[config.mk]
export PLATFORM = sky130hd
export DESIGN_NAME = flow_period_meter_averaging_flat
export DESIGN_NICKNAME = d
export VERILOG_FILES = /design/src/rtl/core/fpma_pkg.sv /design/src/rtl/core/fpma_item_if.sv /design/src/rtl/core/fpma_result_if.sv /design/src/rtl/core/fpma_div.sv /design/src/rtl/core/fpma_seq.sv /design/src/rtl/core/fpma_dp.sv /design/src/rtl/core/flow_period_meter_averaging.sv /design/src/flat_wrapper.sv
export SDC_FILE = /design/constraint.sdc
export NUM_CORES = 2
export LEC_CHECK = 0
export BUFFER_PORTS_ARGS = -buffer_cell sky130_fd_sc_hd__buf_2
export CAP_MARGIN = 20
export CORE_UTILIZATION = 60
export DETAILED_ROUTE_END_ITERATION = 6
export PLACE_DENSITY = 0.87
export SYNTH_ARGS = -nofsm -noshare
export SYNTH_HDL_FRONTEND = slang
export SYNTH_HIERARCHICAL = 1
export SYNTH_SLANG_ARGS = --single-unit
[constraint.sdc]
create_clock -name clk -period 8.6 [get_ports clk]
set_clock_uncertainty 0.05 [all_clocks]
set_input_delay 0.43 -clock clk [delete_from_list [all_inputs] [get_ports clk]]
set_output_delay 0.43 -clock clk [all_outputs]
set_load 0.1 [all_outputs]
[src/rtl/core/fpma_pkg.sv]
// ----------------------------------------------------------------------------
// fpma_pkg
// Shared types, constants and the control store of the flow period meter.
// ----------------------------------------------------------------------------
package fpma_pkg;

	localparam int unsigned DATA_W = 32;
	localparam int unsigned HALF_W = 16;
	localparam int unsigned STEP_W = 4;
	localparam int unsigned CNT_W  = 6;

	localparam logic [CNT_W-1:0]  DIV_ITERS   = CNT_W'(DATA_W);
	localparam logic [DATA_W-1:0] FLOW_NUM_Q8 = 32'd3840000000;
	localparam logic [HALF_W-1:0] WEIGHT_NUM  = 16'hFFFF;

	localparam logic [HALF_W-1:0] PPL_RST  = 16'd450;
	localparam logic [HALF_W-1:0] MAXS_RST = 16'd32;
	localparam logic [HALF_W-1:0] SBY_RST  = 16'd100;

	typedef enum logic [1:0] {
		REQ_TICK     = 2'd0,
		REQ_CAPTURE  = 2'd1,
		REQ_OVERFLOW = 2'd2,
		REQ_UNUSED   = 2'd3
	} req_t;

	typedef enum logic [1:0] {
		CFG_PPL  = 2'd0,
		CFG_MAXS = 2'd1,
		CFG_SBY  = 2'd2,
		CFG_NONE = 2'd3
	} cfg_idx_t;

	typedef enum logic [3:0] {
		OP_NOP      = 4'd0,
		OP_CNT      = 4'd1,
		OP_MUL      = 4'd2,
		OP_LD_FLOW  = 4'd3,
		OP_DIV      = 4'd4,
		OP_ST_FLOW  = 4'd5,
		OP_LD_WT    = 4'd6,
		OP_ST_WT    = 4'd7,
		OP_LD_STEP  = 4'd8,
		OP_ST_MEAN  = 4'd9,
		OP_SIMPLE   = 4'd10,
		OP_ZERR     = 4'd11,
		OP_EMIT     = 4'd12
	} op_t;

	typedef enum logic [2:0] {
		C_NEXT     = 3'd0,
		C_ALWAYS   = 3'd1,
		C_NO_REQ   = 3'd2,
		C_NOT_CAP  = 3'd3,
		C_ZERO     = 3'd4,
		C_DIV_BUSY = 3'd5,
		C_OUT_FULL = 3'd6
	} cond_t;

	typedef logic [STEP_W-1:0] step_t;

	// program addresses
	localparam step_t A_IDLE     = 4'd0;
	localparam step_t A_COUNTS   = 4'd1;
	localparam step_t A_MUL      = 4'd2;
	localparam step_t A_LD_FLOW  = 4'd3;
	localparam step_t A_DIV_FLOW = 4'd4;
	localparam step_t A_ST_FLOW  = 4'd5;
	localparam step_t A_LD_WT    = 4'd6;
	localparam step_t A_DIV_WT   = 4'd7;
	localparam step_t A_ST_WT    = 4'd8;
	localparam step_t A_LD_STEP  = 4'd9;
	localparam step_t A_DIV_STEP = 4'd10;
	localparam step_t A_ST_MEAN  = 4'd11;
	localparam step_t A_SPARE    = 4'd12;
	localparam step_t A_SIMPLE   = 4'd13;
	localparam step_t A_ZERR     = 4'd14;
	localparam step_t A_EMIT     = 4'd15;

	typedef struct packed {
		op_t   op;
		cond_t cond;
		step_t target;
	} ctl_word_t;

	typedef struct packed {
		logic no_req;
		logic not_cap;
		logic zero;
		logic div_busy;
		logic out_full;
	} cond_in_t;

	typedef struct packed {
		logic [HALF_W-1:0] ppl;
		logic [HALF_W-1:0] max_samples;
		logic [HALF_W-1:0] standby_ticks;
	} cfg_t;

	typedef struct packed {
		logic [DATA_W-1:0] mean;
		logic              start;
		logic              updated;
		logic              zerr;
		logic              measuring;
	} res_t;

	typedef struct packed {
		logic [1:0]        req;
		logic [HALF_W-1:0] first;
		logic [HALF_W-1:0] second;
	} item_t;

	function automatic ctl_word_t ctl_rom(input step_t addr);
		ctl_word_t w;
		unique case (addr)
			A_IDLE:     w = '{OP_NOP,     C_NO_REQ,   A_IDLE};
			A_COUNTS:   w = '{OP_CNT,     C_NOT_CAP,  A_SIMPLE};
			A_MUL:      w = '{OP_MUL,     C_ZERO,     A_ZERR};
			A_LD_FLOW:  w = '{OP_LD_FLOW, C_NEXT,     A_IDLE};
			A_DIV_FLOW: w = '{OP_DIV,     C_DIV_BUSY, A_DIV_FLOW};
			A_ST_FLOW:  w = '{OP_ST_FLOW, C_NEXT,     A_IDLE};
			A_LD_WT:    w = '{OP_LD_WT,   C_NEXT,     A_IDLE};
			A_DIV_WT:   w = '{OP_DIV,     C_DIV_BUSY, A_DIV_WT};
			A_ST_WT:    w = '{OP_ST_WT,   C_NEXT,     A_IDLE};
			A_LD_STEP:  w = '{OP_LD_STEP, C_NEXT,     A_IDLE};
			A_DIV_STEP: w = '{OP_DIV,     C_DIV_BUSY, A_DIV_STEP};
			A_ST_MEAN:  w = '{OP_ST_MEAN, C_ALWAYS,   A_EMIT};
			A_SPARE:    w = '{OP_NOP,     C_ALWAYS,   A_IDLE};
			A_SIMPLE:   w = '{OP_SIMPLE,  C_ALWAYS,   A_EMIT};
			A_ZERR:     w = '{OP_ZERR,    C_NEXT,     A_IDLE};
			A_EMIT:     w = '{OP_EMIT,    C_OUT_FULL, A_EMIT};
			default:    w = '{OP_NOP,     C_ALWAYS,   A_IDLE};
		endcase
		return w;
	endfunction

endpackage

[src/rtl/core/fpma_item_if.sv]
// ----------------------------------------------------------------------------
// fpma_item_if
// Request channel of the flow period meter: tick, capture pair or overflow.
// ----------------------------------------------------------------------------
interface fpma_item_if import fpma_pkg::*; ();
	logic              valid;
	logic              ready;
	logic [1:0]        req_type;
	logic [HALF_W-1:0] first_capture;
	logic [HALF_W-1:0] second_capture;

	modport source (output valid, output req_type, output first_capture,
		output second_capture, input ready);
	modport sink (input valid, input req_type, input first_capture,
		input second_capture, output ready);
endinterface

[src/rtl/core/fpma_result_if.sv]
// ----------------------------------------------------------------------------
// fpma_result_if
// Result channel of the flow period meter: filtered flow and status flags.
// ----------------------------------------------------------------------------
interface fpma_result_if import fpma_pkg::*; ();
	logic              valid;
	logic              ready;
	logic [DATA_W-1:0] flow_mean_q8;
	logic              start_capture;
	logic              mean_updated;
	logic              zero_period_error;
	logic              measuring;

	modport source (output valid, output flow_mean_q8, output start_capture,
		output mean_updated, output zero_period_error, output measuring, input ready);
	modport sink (input valid, input flow_mean_q8, input start_capture,
		input mean_updated, input zero_period_error, input measuring, output ready);
endinterface

[src/rtl/core/fpma_div.sv]
// ----------------------------------------------------------------------------
// fpma_div
// Restoring unsigned divider, one quotient bit per cycle while run is high.
// ----------------------------------------------------------------------------
module fpma_div import fpma_pkg::*; (
	input  logic              clk,
	input  logic              arst_n,
	input  logic              load,
	input  logic              run,
	input  logic [DATA_W-1:0] dvd,
	input  logic [DATA_W-1:0] dvs,
	output logic [DATA_W-1:0] quo,
	output logic              last
);

	logic [DATA_W-1:0] quo_q;
	logic [DATA_W-1:0] rem_q;
	logic [DATA_W-1:0] dvs_q;
	logic [CNT_W-1:0]  cnt_q;
	logic [DATA_W:0]   shifted;
	logic [DATA_W:0]   trial;
	logic              ge;

	assign shifted = {rem_q, quo_q[DATA_W-1]};
	assign trial   = shifted - {1'b0, dvs_q};
	assign ge      = shifted >= {1'b0, dvs_q};

	always_ff @(posedge clk or negedge arst_n) begin
		if (!arst_n) begin
			cnt_q <= '0;
		end else if (load) begin
			cnt_q <= DIV_ITERS;
		end else if (run && cnt_q != '0) begin
			cnt_q <= cnt_q - 1'b1;
		end
	end

	always_ff @(posedge clk) begin
		if (load) begin
			quo_q <= dvd;
			rem_q <= '0;
			dvs_q <= dvs;
		end else if (run) begin
			quo_q <= {quo_q[DATA_W-2:0], ge};
			rem_q <= ge ? trial[DATA_W-1:0] : shifted[DATA_W-1:0];
		end
	end

	assign quo  = quo_q;
	assign last = cnt_q == CNT_W'(1);

endmodule

[src/rtl/core/fpma_seq.sv]
// ----------------------------------------------------------------------------
// fpma_seq
// Step counter and control store; picks the next step from the jump condition.
// ----------------------------------------------------------------------------
module fpma_seq import fpma_pkg::*; (
	input  logic     clk,
	input  logic     arst_n,
	input  cond_in_t cin,
	output op_t      op,
	output logic     idle
);

	step_t     step_q;
	step_t     step_nxt;
	ctl_word_t word;
	logic      take;

	assign word = ctl_rom(step_q);

	always_comb begin
		unique case (word.cond)
			C_NEXT:     take = 1'b0;
			C_ALWAYS:   take = 1'b1;
			C_NO_REQ:   take = cin.no_req;
			C_NOT_CAP:  take = cin.not_cap;
			C_ZERO:     take = cin.zero;
			C_DIV_BUSY: take = cin.div_busy;
			C_OUT_FULL: take = cin.out_full;
			default:    take = 1'b0;
		endcase
		// last step wraps to idle on fall-through
		step_nxt = take ? word.target : step_q + 1'b1;
	end

	always_ff @(posedge clk or negedge arst_n) begin
		if (!arst_n) begin
			step_q <= A_IDLE;
		end else begin
			step_q <= step_nxt;
		end
	end

	assign op   = word.op;
	assign idle = step_q == A_IDLE;

endmodule

[src/rtl/core/fpma_dp.sv]
// ----------------------------------------------------------------------------
// fpma_dp
// Datapath: mode state, period arithmetic and the running mean.
// ----------------------------------------------------------------------------
module fpma_dp import fpma_pkg::*; (
	input  logic  clk,
	input  logic  arst_n,
	input  op_t   op,
	input  logic  take,
	input  item_t item,
	input  cfg_t  cfg,
	output logic  not_cap,
	output logic  zero,
	output logic  div_busy,
	output res_t  res
);

	logic [1:0]        req_q;
	logic [HALF_W-1:0] c1_q;
	logic [HALF_W-1:0] c2_q;
	logic [HALF_W-1:0] counts_q;
	logic [DATA_W-1:0] prod_q;
	logic [DATA_W-1:0] flow_q;
	logic [HALF_W-1:0] weight_q;
	logic              neg_q;
	logic [DATA_W-1:0] mag_q;
	logic [DATA_W-1:0] mean_q;
	logic              mode_q;
	logic              pend_q;
	logic [HALF_W-1:0] sby_q;
	logic              start_q;
	logic              upd_q;
	logic              zerr_q;

	logic [HALF_W-1:0] ppl_eff;
	logic [HALF_W-1:0] cap_eff;
	logic [HALF_W-1:0] wt_raw;
	logic [DATA_W:0]   diff;
	logic [DATA_W-1:0] quo;
	logic              last;
	logic              div_load;
	logic [DATA_W-1:0] dvd;
	logic [DATA_W-1:0] dvs;

	assign ppl_eff = (cfg.ppl == '0) ? HALF_W'(1) : cfg.ppl;
	assign cap_eff = (cfg.max_samples == '0) ? HALF_W'(1) : cfg.max_samples;
	assign wt_raw  = quo[HALF_W-1:0];
	assign diff    = {1'b0, flow_q} - {1'b0, mean_q};

	always_comb begin
		div_load = 1'b1;
		unique case (op)
			OP_LD_FLOW: begin
				dvd = FLOW_NUM_Q8;
				dvs = prod_q;
			end
			OP_LD_WT: begin
				dvd = {{HALF_W{1'b0}}, WEIGHT_NUM};
				dvs = {{HALF_W{1'b0}}, counts_q};
			end
			OP_LD_STEP: begin
				dvd = mag_q;
				dvs = {{HALF_W{1'b0}}, weight_q};
			end
			default: begin
				div_load = 1'b0;
				dvd      = mag_q;
				dvs      = prod_q;
			end
		endcase
	end

	fpma_div u_div (
		.clk    (clk),
		.arst_n (arst_n),
		.load   (div_load),
		.run    (op == OP_DIV),
		.dvd    (dvd),
		.dvs    (dvs),
		.quo    (quo),
		.last   (last)
	);

	// item latch and arithmetic scratch
	always_ff @(posedge clk) begin
		if (take) begin
			req_q <= item.req;
			c1_q  <= item.first;
			c2_q  <= item.second;
		end
		unique case (op)
			OP_CNT:     counts_q <= c2_q - c1_q;
			OP_MUL:     prod_q   <= DATA_W'(counts_q) * DATA_W'(ppl_eff);
			OP_ST_FLOW: flow_q   <= quo;
			OP_ST_WT: begin
				// quotient of 65535 by a 16-bit count never exceeds 16 bits or drops to 0
				weight_q <= (wt_raw > cap_eff) ? cap_eff : wt_raw;
				neg_q    <= diff[DATA_W];
				mag_q    <= diff[DATA_W] ? DATA_W'(-diff) : diff[DATA_W-1:0];
			end
			default: ;
		endcase
	end

	always_ff @(posedge clk or negedge arst_n) begin
		if (!arst_n) begin
			mean_q  <= '0;
			mode_q  <= 1'b0;
			pend_q  <= 1'b0;
			sby_q   <= SBY_RST;
			start_q <= 1'b0;
			upd_q   <= 1'b0;
			zerr_q  <= 1'b0;
		end else begin
			unique case (op)
				OP_CNT: begin
					start_q <= 1'b0;
					upd_q   <= 1'b0;
					zerr_q  <= 1'b0;
				end
				OP_SIMPLE: begin
					priority if (req_q == REQ_TICK) begin
						if (!mode_q) begin
							if (sby_q == '0) begin
								mode_q <= 1'b1;
							end else begin
								sby_q <= sby_q - 1'b1;
							end
						end else if (!pend_q) begin
							pend_q  <= 1'b1;
							start_q <= 1'b1;
						end
					end else if (req_q == REQ_OVERFLOW && mode_q && pend_q) begin
						mean_q <= '0;
						upd_q  <= 1'b1;
						mode_q <= 1'b0;
						pend_q <= 1'b0;
						sby_q  <= cfg.standby_ticks;
					end else begin
					end
				end
				OP_ZERR: begin
					zerr_q <= 1'b1;
					mode_q <= 1'b0;
					pend_q <= 1'b0;
					sby_q  <= cfg.standby_ticks;
				end
				OP_ST_MEAN: begin
					// step truncates toward zero, so the mean stays between old value and flow
					mean_q <= neg_q ? mean_q - quo : mean_q + quo;
					upd_q  <= 1'b1;
					mode_q <= 1'b0;
					pend_q <= 1'b0;
					sby_q  <= cfg.standby_ticks;
				end
				default: ;
			endcase
		end
	end

	assign not_cap  = !(req_q == REQ_CAPTURE && mode_q && pend_q);
	assign zero     = counts_q == '0;
	assign div_busy = !last;

	assign res.mean      = mean_q;
	assign res.start     = start_q;
	assign res.updated   = upd_q;
	assign res.zerr      = zerr_q;
	assign res.measuring = mode_q;

endmodule

[src/rtl/core/flow_period_meter_averaging.sv]
// ----------------------------------------------------------------------------
// flow_period_meter_averaging
// Pulse period flow meter with standby delay and adaptive running mean.
// ----------------------------------------------------------------------------
// Requests arrive on the item channel (valid/ready): a tick, a capture pair or
// a timer overflow. Every request gives exactly one result on the result
// channel: the running mean in Q24.8 with the mode and status flags.
// Registers are written through cfg_wr_en/cfg_index/cfg_wdata; index 0 pulses
// per litre, 1 max samples, 2 standby ticks. The user must write them only
// while the block is idle; the block does not enforce it. A microcoded
// sequencer steps a small datapath. A tick, an overflow or an ignored request
// uses no divider pass. A capture that is measured goes through three passes
// of one shared bit-serial divider (flow, weight, mean step); a zero period
// goes to the error step. A new request is accepted once the sequencer is
// back at idle. The result sits in an output register, so the next request
// may be taken while it waits; if the receiver stalls and the slot is still
// full when the next result is ready, the sequencer holds at its last step.
// Reset (arst_n low) clears the mode to standby, the mean to zero, loads the
// register defaults and empties the output register.
// ----------------------------------------------------------------------------
module flow_period_meter_averaging import fpma_pkg::*; (
	input  logic              clk,
	input  logic              arst_n,
	fpma_item_if.sink         item,
	fpma_result_if.source     result,
	input  logic              cfg_wr_en,
	input  logic [1:0]        cfg_index,
	input  logic [HALF_W-1:0] cfg_wdata
);

	cfg_t     cfg_q;
	res_t     res;
	res_t     res_q;
	logic     out_valid_q;
	logic     out_full;
	op_t      op;
	logic     idle;
	logic     take;
	logic     not_cap;
	logic     zero;
	logic     div_busy;
	cond_in_t cin;
	item_t    item_in;

	always_ff @(posedge clk or negedge arst_n) begin
		if (!arst_n) begin
			cfg_q.ppl           <= PPL_RST;
			cfg_q.max_samples   <= MAXS_RST;
			cfg_q.standby_ticks <= SBY_RST;
		end else if (cfg_wr_en) begin
			unique case (cfg_index)
				CFG_PPL:  cfg_q.ppl           <= cfg_wdata;
				CFG_MAXS: cfg_q.max_samples   <= cfg_wdata;
				CFG_SBY:  cfg_q.standby_ticks <= cfg_wdata;
				default: ;
			endcase
		end
	end

	assign item.ready      = idle;
	assign take            = item.valid && idle;
	assign item_in.req     = item.req_type;
	assign item_in.first   = item.first_capture;
	assign item_in.second  = item.second_capture;
	assign out_full        = out_valid_q && !result.ready;

	assign cin.no_req   = !item.valid;
	assign cin.not_cap  = not_cap;
	assign cin.zero     = zero;
	assign cin.div_busy = div_busy;
	assign cin.out_full = out_full;

	fpma_seq u_seq (
		.clk    (clk),
		.arst_n (arst_n),
		.cin    (cin),
		.op     (op),
		.idle   (idle)
	);

	fpma_dp u_dp (
		.clk      (clk),
		.arst_n   (arst_n),
		.op       (op),
		.take     (take),
		.item     (item_in),
		.cfg      (cfg_q),
		.not_cap  (not_cap),
		.zero     (zero),
		.div_busy (div_busy),
		.res      (res)
	);

	always_ff @(posedge clk or negedge arst_n) begin
		if (!arst_n) begin
			out_valid_q <= 1'b0;
		end else if (op == OP_EMIT && !out_full) begin
			out_valid_q <= 1'b1;
		end else if (result.ready) begin
			out_valid_q <= 1'b0;
		end
	end

	always_ff @(posedge clk) begin
		if (op == OP_EMIT && !out_full) begin
			res_q <= res;
		end
	end

	assign result.valid             = out_valid_q;
	assign result.flow_mean_q8      = res_q.mean;
	assign result.start_capture     = res_q.start;
	assign result.mean_updated      = res_q.updated;
	assign result.zero_period_error = res_q.zerr;
	assign result.measuring         = res_q.measuring;

endmodule
[src/flat_wrapper.sv]
// flat-port wrapper written by rule: the top's interface ports become plain ports
module flow_period_meter_averaging_flat import fpma_pkg::*;
  (clk, arst_n, cfg_wr_en, cfg_index, cfg_wdata, item_valid, item_req_type, item_first_capture, item_second_capture, item_ready, result_valid, result_flow_mean_q8, result_start_capture, result_mean_updated, result_zero_period_error, result_measuring, result_ready);
  fpma_item_if item_i ();
  fpma_result_if result_i ();
  input  logic clk;
  input  logic arst_n;
  input  logic cfg_wr_en;
  input  logic [1:0] cfg_index;
  input  logic [HALF_W-1:0] cfg_wdata;
  input wire logic [$bits(item_i.valid)-1:0] item_valid;
  input wire logic [$bits(item_i.req_type)-1:0] item_req_type;
  input wire logic [$bits(item_i.first_capture)-1:0] item_first_capture;
  input wire logic [$bits(item_i.second_capture)-1:0] item_second_capture;
  output wire logic [$bits(item_i.ready)-1:0] item_ready;
  output wire logic [$bits(result_i.valid)-1:0] result_valid;
  output wire logic [$bits(result_i.flow_mean_q8)-1:0] result_flow_mean_q8;
  output wire logic [$bits(result_i.start_capture)-1:0] result_start_capture;
  output wire logic [$bits(result_i.mean_updated)-1:0] result_mean_updated;
  output wire logic [$bits(result_i.zero_period_error)-1:0] result_zero_period_error;
  output wire logic [$bits(result_i.measuring)-1:0] result_measuring;
  input wire logic [$bits(result_i.ready)-1:0] result_ready;
  assign item_i.valid = item_valid;
  assign item_i.req_type = item_req_type;
  assign item_i.first_capture = item_first_capture;
  assign item_i.second_capture = item_second_capture;
  assign item_ready = item_i.ready;
  assign result_valid = result_i.valid;
  assign result_flow_mean_q8 = result_i.flow_mean_q8;
  assign result_start_capture = result_i.start_capture;
  assign result_mean_updated = result_i.mean_updated;
  assign result_zero_period_error = result_i.zero_period_error;
  assign result_measuring = result_i.measuring;
  assign result_i.ready = result_ready;
  flow_period_meter_averaging u_core (.clk(clk), .arst_n(arst_n), .item(item_i), .result(result_i), .cfg_wr_en(cfg_wr_en), .cfg_index(cfg_index), .cfg_wdata(cfg_wdata));
endmodule
==> impl_metrics.tcl <==
set metrics [dict create \
    ys_top_cells_by_count "inv_1 (398), nand2_1 (357), edfxtp_1 (263)" \
    fin_tns_setup_ns 0 \
    met2_usage 0.467 \
    synthDistinctLibCells 106 \
    die_w_um 233 \
    diodes 0 \
    core_area_um2 52700 \
    path_max_fanout 18 \
    die_area_um2 54300 \
    postSynthCellCount 3251 \
    max_freq_mhz 138 \
    grt_usage 0.290 \
    fp-row-count 84 \
    root_buffer "clkbuf_16" \
    clock_latency_ns 0.60 \
    post_drt_wl_per_cell_um 19.1 \
    drc 0 \
    yosysTopAreaCell "edfxtp_1" \
    grt_max_degree 69 \
    rsz0062_at_grt "false" \
    syn_avg_cell_area_um2 9.85 \
    cp_top_family "adder cells" \
    syn-cell-area_um2 32000 \
    use_met3 0.0616 \
    cts_buffers 45 \
    fin_crit_ns 7.27 \
    ctsLongestPathBuffers 3 \
    syn-num-nets 3748 \
    grt_busiest_layer "met2" \
    path_cells "nand2_1 -> fa_1 -> inv_1 -> fa_1 -> fa_1 -> fa_1 -> fa_1 -> inv_1 -> fa_1 -> inv_1 -> ha_1 -> a21o_1 -> a21oi_1 -> nor2b_1 -> o21ai_0 -> or4b_2 -> o221ai_1 -> o21ai_0 -> nor3_1 -> o21ai_0 -> a21oi_1 -> xnor2_1" \
    placement.io_buffers 94 \
    syn_to_final_growth_pct 8.88 \
    vias 24400 \
    wl_mm 77.2 \
    criticalPathCategory "reg -> reg" \
    slew_headroom 0.245 \
    synth.most_common_cell "inv_1" \
    worst-path-buf-inv 3 \
    grt-ovfl-total 0 \
    clk_pin_slew_ns 0.06 \
    synthFlopType "edfxtp_1" \
    dieHeight_um 233 \
    ys_seq_area_frac 0.355 \
    synth_enable_flop_cells 263 \
    synth_top_area_frac 0.247 \
    outcome "finished, final reports clean" \
    fin_cells 4042 \
    cp.arrival_ns 7.54 \
    cts_tree "yes" \
    required_ns 8.87 \
    antenna_found_initial 0 \
    vias_per_cell 6.03 \
    cp-start-kind "flop" \
    drtAntennaViolNets 0 \
    grt_pass1_vias 24100 \
    grt_util_met1 0.387 \
    min_period_over_period 0.845 \
    worstMarginPinSlew_ns 1.13 \
    synth_area_leaders "edfxtp_1 (25%), fa_1 (12%), ha_1 (9.5%)" \
    cts-resized-gates 0 \
    grt_pass1_wl_mm 125 \
    hpwl_mm 54.6 \
    timing_hold_violations_final 0 \
    maxCapViolCount 0 \
    place_congestion 0.960 \
    drive_above_1_share 0.105 \
    nets 3815 \
    cts_max_level 2 \
    dp.cells 3921 \
    cp_slowest_cell "edfxtp_1" \
    ys_ff_latch 407 \
    async_reset_ff_frac 0.275 \
    dr.pass1.iters 7 \
    setup_viol 0 \
    finalInstanceArea_um2 34900 \
    crit_top_cell "fa_1" \
    yosysWarnings 6 \
    max_stage_delay_ns 0.87 \
    clock_sinks 407 \
    ios 95 \
    placed_area_um2 32900 \
    min_path_type "in -> reg" \
    drtIter0Drc 2578 \
    initial_core_util 0.608 \
    endpoint_kind "flop" \
    slew_viol_final 0 \
]
## path summary, 6_finish.rpt
kind	cells after the start	from	end	slack (ns)
max in group asynchronous	3	arst_n	u_core/u_dp/sby_q[11]	6.78
hold / removal	1	item_req_type[0]	u_core/u_dp/req_q[0]	0.04
hold reg to reg	0	u_core/u_dp/mean_q[31]	u_core/result.flow_mean_q8[31]	0.40
setup / recovery	22	u_core/u_dp/counts_q[8]	u_core/u_dp/prod_q[31]	1.33
min in group asynchronous	2	arst_n	u_core/result.valid	0.35
setup reg to reg	22	u_core/u_dp/counts_q[8]	u_core/u_dp/prod_q[31]	1.33
## layer usage
metal | wire, um | up-vias | share of wire
met5 | 0 | - | 0
met4 | 2840 | 0 | 0.037
met3 | 7220 | 211 | 0.094
met2 | 35700 | 1186 | 0.46
met1 | 31500 | 11700 | 0.41
li1 | - | 11200 | -
## cell type report
cell class                      instances  area, um^2
Clock buffer                           59        1260
Sequential cell                       407       11400
Tap cell                              688         861
Fill cell                            3745       17800
Inverter                              399        1500
Timing Repair Buffer                  150         998
Clock inverter                         24         267
Multi-Input combinational cell       2315       18600
## repair_timing
| item | in CTS | in global routing |
|---|---|---|
| hold buffers | 34 | 0 |
| endpoints found under the hold margin | 77 | 0 |
| buffers inserted | 0 | 0 |
## state kept, by name (all words and copies together), names as in the netlist, 4 cells and up
| name | flops |
|---|---|
| u_core/cfg_q | 48 |
| u_core/result.flow_mean_q8 | 32 |
| u_core/u_dp/c1_q | 16 |
| u_core/u_dp/c2_q | 16 |
| u_core/u_dp/counts_q | 16 |
| u_core/u_dp/flow_q | 32 |
| u_core/u_dp/mag_q | 32 |
| u_core/u_dp/mean_q | 32 |
| u_core/u_dp/prod_q | 32 |
| u_core/u_dp/sby_q | 16 |
| u_core/u_dp/u_div/cnt_q | 6 |
| u_core/u_dp/u_div/dvs_q | 32 |
| u_core/u_dp/u_div/quo | 32 |
| u_core/u_dp/u_div/rem_q | 32 |
| u_core/u_dp/weight_q | 16 |
| u_core/u_seq/step_q | 4 |
## kinds of logic (layout without fill, tap and decap cells)
logic type,Yosys count,in the layout,synth area share
simple gates,969,969,0.150
compound gates,613,613,0.123
buf+inv,529,632,0.0653
fa+ha+maj,440,440,0.218
flops,407,407,0.355
xor+xnor,180,180,0.0492
mux,113,113,0.0402
## placed cells by master, fill, tap and decap left out, types with 34 or more instances in the layout
cell type and count:
o21ai_0 154, edfxtp_1 263, dfrtp_1 101, nor3_1 48
a21o_1 55, xnor2_1 117, fa_1 198, mux2_2 95
nand2b_1 35, inv_1 398, xor2_1 63, dlygate4sd3_1 34
buf_2 93, ha_1 242, clkbuf_16 47, nand2_1 356
a21oi_1 179, and2_1 144, nor2_1 180
## metrics by stage
stage          utilization  hold slack (ns)  setup slack, ns
3_5_place_dp         0.626            0.389             1.42
2_1_floorplan            -           0.0844             1.78
3_3_place_gp         0.626            0.380             1.61
6_report             0.662           0.0449             1.33
4_1_cts              0.661           0.0100             1.41
5_1_grt              0.662           0.0177            0.895
Power is not shown: default switching activity piles up to over one toggle a cycle in this logic, so the estimate is an artifact.
